[src/hdl/nca_pkg.sv]
// ============================================================================
// nca_pkg
// Types and constants shared by the nearest-center assignment block and its
// distance cells.
// ============================================================================
package nca_pkg;

    localparam int MAX_CENTERS_DEF = 8;
    localparam int VECTOR_DIMS_DEF = 16;

    localparam int VALUE_W   = 16;
    localparam int DIM_IDX_W = 4;
    localparam int LABEL_W   = 3;
    localparam int COUNT_W   = 4;
    localparam int DIST_W    = 40;
    localparam int SQ_W      = 32;
    localparam int CFG_IDX_W = 1;
    localparam int CFG_DAT_W = 4;

    typedef logic [LABEL_W-1:0]        label_t;
    typedef logic [DIST_W-1:0]         dist_t;
    typedef logic signed [VALUE_W-1:0] value_t;

    typedef enum logic [CFG_IDX_W-1:0] {
        REG_CENTERS_IN_USE = 1'b0,
        REG_ONLY_DISTANCE  = 1'b1
    } cfg_reg_t;

    typedef enum logic {
        OP_CENTER_WRITE = 1'b0,
        OP_SAMPLE       = 1'b1
    } op_t;

    typedef struct packed {
        logic                 operation;
        logic [2:0]           center_index;
        logic [DIM_IDX_W-1:0] dim_index;
        value_t               value;
        logic                 last;
        label_t               assigned_label;
    } in_item_t;

    typedef struct packed {
        label_t label;
        dist_t  distance;
    } out_item_t;

    // Control of the accumulate stage, shared by all cells.
    typedef struct packed {
        logic valid;
        logic add;
        logic last;
    } pipe_ctl_t;

    // Search mode, shared by all cells.
    typedef struct packed {
        logic               only;
        label_t             given;
        logic [COUNT_W-1:0] active;
    } mode_t;

    // Running best candidate handed from cell to cell.
    typedef struct packed {
        logic   tok;
        logic   have;
        label_t label;
        dist_t  distance;
    } best_t;

endpackage

[src/hdl/nca_cell.sv]
// ============================================================================
// nca_cell
// One center: holds its elements, accumulates the squared difference to the
// sample, and updates the running nearest candidate passed along the chain.
// ============================================================================
module nca_cell #(
    parameter int IDX   = 0,
    parameter int DEPTH = nca_pkg::VECTOR_DIMS_DEF,
    parameter int DIM_W = 4
) (
    input  logic              clk,
    input  logic              rst_n,
    input  logic              wr_en,
    input  logic              rd_en,
    input  logic [DIM_W-1:0]  addr,
    input  nca_pkg::value_t   wr_data,
    input  nca_pkg::value_t   smp_value,
    input  nca_pkg::pipe_ctl_t ctl,
    input  nca_pkg::mode_t    mode,
    input  nca_pkg::best_t    best_in,
    output nca_pkg::best_t    best_out
);

    logic [nca_pkg::VALUE_W-1:0] mem [DEPTH];

    nca_pkg::value_t            center_reg;
    logic [nca_pkg::SQ_W-1:0]   sq_reg;
    logic [nca_pkg::SQ_W-1:0]   sq_next;
    nca_pkg::dist_t             acc_reg;
    nca_pkg::dist_t             acc_next;
    nca_pkg::dist_t             fin_reg;
    nca_pkg::dist_t             sum;
    logic [nca_pkg::DIST_W:0]   sum_wide;
    nca_pkg::best_t             best_reg;
    nca_pkg::best_t             best_next;
    logic signed [nca_pkg::VALUE_W:0] diff;
    logic [nca_pkg::VALUE_W-1:0]      mag;
    logic                       take;

    always_ff @(posedge clk)
    begin
        if (wr_en)
        begin
            mem[addr] <= wr_data;
        end
        if (rd_en)
        begin
            center_reg <= nca_pkg::value_t'(mem[addr]);
        end
    end

    always_comb
    begin
        diff    = {smp_value[nca_pkg::VALUE_W-1], smp_value}
                - {center_reg[nca_pkg::VALUE_W-1], center_reg};
        mag     = diff[nca_pkg::VALUE_W] ? nca_pkg::VALUE_W'(-diff)
                                         : diff[nca_pkg::VALUE_W-1:0];
        sq_next = nca_pkg::SQ_W'(mag) * nca_pkg::SQ_W'(mag);
    end

    always_ff @(posedge clk)
    begin
        sq_reg <= sq_next;
    end

    always_comb
    begin
        sum_wide = {1'b0, acc_reg} + (nca_pkg::DIST_W + 1)'(sq_reg);
        if (!ctl.add)
        begin
            sum = acc_reg;
        end
        else if (sum_wide[nca_pkg::DIST_W])
        begin
            sum = '1;
        end
        else
        begin
            sum = sum_wide[nca_pkg::DIST_W-1:0];
        end
        acc_next = acc_reg;
        if (ctl.valid)
        begin
            acc_next = ctl.last ? '0 : sum;
        end
    end

    always_ff @(posedge clk or negedge rst_n)
    begin
        if (!rst_n)
        begin
            acc_reg <= '0;
        end
        else
        begin
            acc_reg <= acc_next;
        end
    end

    always_ff @(posedge clk)
    begin
        if (ctl.valid && ctl.last)
        begin
            fin_reg <= sum;
        end
    end

    always_comb
    begin
        if (mode.only)
        begin
            take = (32'(mode.given) == IDX);
        end
        else
        begin
            take = (IDX < 32'(mode.active)) && (!best_in.have || fin_reg < best_in.distance);
        end
        best_next = best_in;
        if (best_in.tok && take)
        begin
            best_next.have     = 1'b1;
            best_next.label    = nca_pkg::label_t'(IDX);
            best_next.distance = fin_reg;
        end
    end

    always_ff @(posedge clk or negedge rst_n)
    begin
        if (!rst_n)
        begin
            best_reg <= '0;
        end
        else
        begin
            best_reg <= best_next;
        end
    end

    assign best_out = best_reg;

endmodule

[config.mk]
export PLATFORM = sky130hd
export DESIGN_NAME = nca_cell
export DESIGN_NICKNAME = d
export VERILOG_FILES = /design/src/hdl/nca_pkg.sv /design/src/hdl/nca_cell.sv
export SDC_FILE = /design/constraint.sdc
export NUM_CORES = 1
export LEC_CHECK = 0
export BUFFER_PORTS_ARGS = -buffer_cell sky130_fd_sc_hd__buf_2
export CORE_MARGIN = 2
export CORE_UTILIZATION = 49
export DETAILED_ROUTE_END_ITERATION = 8
export PLACE_DENSITY = 0.66
export SYNTH_ARGS = -nofsm -noshare
export SYNTH_HDL_FRONTEND = slang
export SYNTH_SLANG_ARGS = --single-unit
[constraint.sdc]
create_clock -name clk -period 25.3 [get_ports clk]
set_input_delay 1.265 -clock clk [delete_from_list [all_inputs] [get_ports clk]]
set_output_delay 1.265 -clock clk [all_outputs]
set_load 0.02 [all_outputs]
==> out/summary.txt <==
max FFs per register: 256
synth cell count leaders: edfxtp_1 (312), inv_1 (312), ha_1 (185)
WP data required: 25750 ps
register bit total from synthesis: 428
Post-synth EDFFs: 312
Final HPWL DP: 43600 um
Rows: 85
starting DRC count in detailed routing: 998
Mean Syn Cell Area: 12.3 sq um
Fmax: 105 MHz
sequential share of the synthesized area: 45.0%
Die Wd: 238 um
crit path DAT: 9990 ps
Mapped Area: 26900 sq um
first-pass GRT wire length: 95700 um
period utilization: 37.7%
CTS tree: done
io pins: 141
Slew headroom: 26.6%
H-tree levels: 2
Worst Path Max Fanout: 11
drt first pass iters: 6
Synth warnings: 0
maximum clock path buffer count: 3
Post-CTS Setup Inserts: 0
leading area contributor after synthesis: edfxtp_1
CTS Buf Count: 46
Via density: 5.55
Worst path most repeated cell: fa_1
CP Launch Type: input port
drt wl/cell: 19.2 um
area delta synth->final: 11.3%
RSZ-0062 raised after global routing: no
Post-CTS Resized: 0
nets: 2784
Synth Instances: 2193
Synth area leaders: edfxtp_1 (35%), fa_1 (12%), ha_1 (8.6%), dfrtp_1 (7.9%), mux4_2 (6.7%)
Post-Syn Nets: 2639
vias in the first global route: 18100
Total Wirelength: 59000 um
layout cells sized above 1: 17.5%
GR Overflow Total: 0
DRC violations left: 0
worst min path class: flop to flop
critical path type: input port to flop
Die Ht: 238 um
Total GRT Usage: 21.5%
final hold viol count: 0
Worst Clk Skew: 57.2 ps
most flop-heavy register: mem
die area: 56800 sq um
Netlist cell types: 87
Antenna Violating Nets Remaining: 0
GP Congestion: 0.959
clk sinks: 428
status: finished, final reports clean
clock-pin slew on the worst setup and hold paths: 60 ps
via count: 17000
Tmin final: 9530 ps
ys flop type: edfxtp_1
final slew viol count: 0
core area: 54000 sq um
Max-Cap Viols: 0
slowest cell delay on critical path: 630 ps
Clock Tree Root: clkbuf_16
Worst-Skew Late Latency: 610 ps
Synth async-reset ratio: 19.9%
crit-path leading delay family: adder cells
hold_buf cts: 0
Slowest-stage cell, CP: xor2_1
top-area cell type share of the netlist area: 34.8%
Port Buffer Count: 140
crit end category: flop
Fin Setup TNS: 0 ps
Buf/Inv on CP: 6
maximum number of pins on one net before global-route repair: 69
worst slew pin tran: 1100 ps
initial antenna violation count: 2
Starting Density: 49.8%
final setup fails: 0
## per-layer routing
layer / share of wire, % / global-route usage [%] / vias to the layer above
met5: 0.015 / 0 / -
met3: 4.7 / 3.02 / 116
met2: 53 / 39.1 / 400
met1: 40 / 26.6 / 8509
met4: 2.8 / 6.34 / 2
li1: - / - / 7991
## placed cells by master, fill, tap and decap left out, types with 19 or more instances in the layout
master / instances
o21ai_0: 64
mux4_2: 80
xor2_1: 25
inv_1: 312
and3_1: 19
fa_1: 165
buf_2: 138
xnor2_1: 52
nand2_1: 135
nor3_1: 21
nand3_1: 24
buf_4: 29
nor2_1: 153
clkbuf_16: 46
edfxtp_1: 312
dfxtp_1: 31
a21o_1: 58
dfrtp_1: 85
ha_1: 185
mux2_2: 43
a21oi_1: 111
## stage by stage
step / std cells / utilization (%) / hold WS [ps] / setup slack, ps / area, sq um
2_1_floorplan: 2193 / - / 471 / 16170 / 26900
3_3_place_gp: 2986 / 52.6 / 510 / 15290 / 28400
3_5_place_dp: 2986 / 52.6 / 513 / 15200 / 28400
4_1_cts: 3068 / 55.4 / 526 / 15780 / 29900
5_1_grt: 3068 / 55.4 / 545 / 15150 / 29900
6_report: 3069 / 55.4 / 520 / 15770 / 29900
## worst paths after layout
check	startpoint	slack, ps	cells past startpoint	end
setup / recovery	smp_value[0]	15770	34	sq_reg[31]
hold / removal	fin_reg[18]	520	1	best_out[18]
setup reg to reg	center_reg[0]	16120	32	sq_reg[31]
hold reg to reg	fin_reg[18]	520	1	best_out[18]
max in group asynchronous	rst_n	23560	2	acc_reg[36]
min in group asynchronous	rst_n	680	1	best_out[14]
## area by class of cell
type | count | area (sq um)
Sequential cell | 428 | 12100
Multi-Input combinational cell | 1373 | 13300
Inverter | 322 | 1210
Fill cell | 4530 | 24100
Timing Repair Buffer | 167 | 908
Clock buffer | 56 | 1220
Clock inverter | 26 | 283
Antenna cell | 1 | 2.50
Tap cell | 696 | 871
## logic make-up after synthesis
logic type / after synthesis / synth area share (%)
AO/OA/AOI/OAI: 358 / 8.86
XOR/XNOR: 88 / 3.20
adder cells (fa/ha/maj): 350 / 20.9
buffers and inverters: 392 / 5.55
flip-flops: 428 / 45.0
multiplexers: 129 / 8.72
AND/OR/NAND/NOR: 448 / 7.75
Power is left out: the tool's default activity adds up to more than one toggle a clock period on the data nets, which glitch-free logic cannot reach.
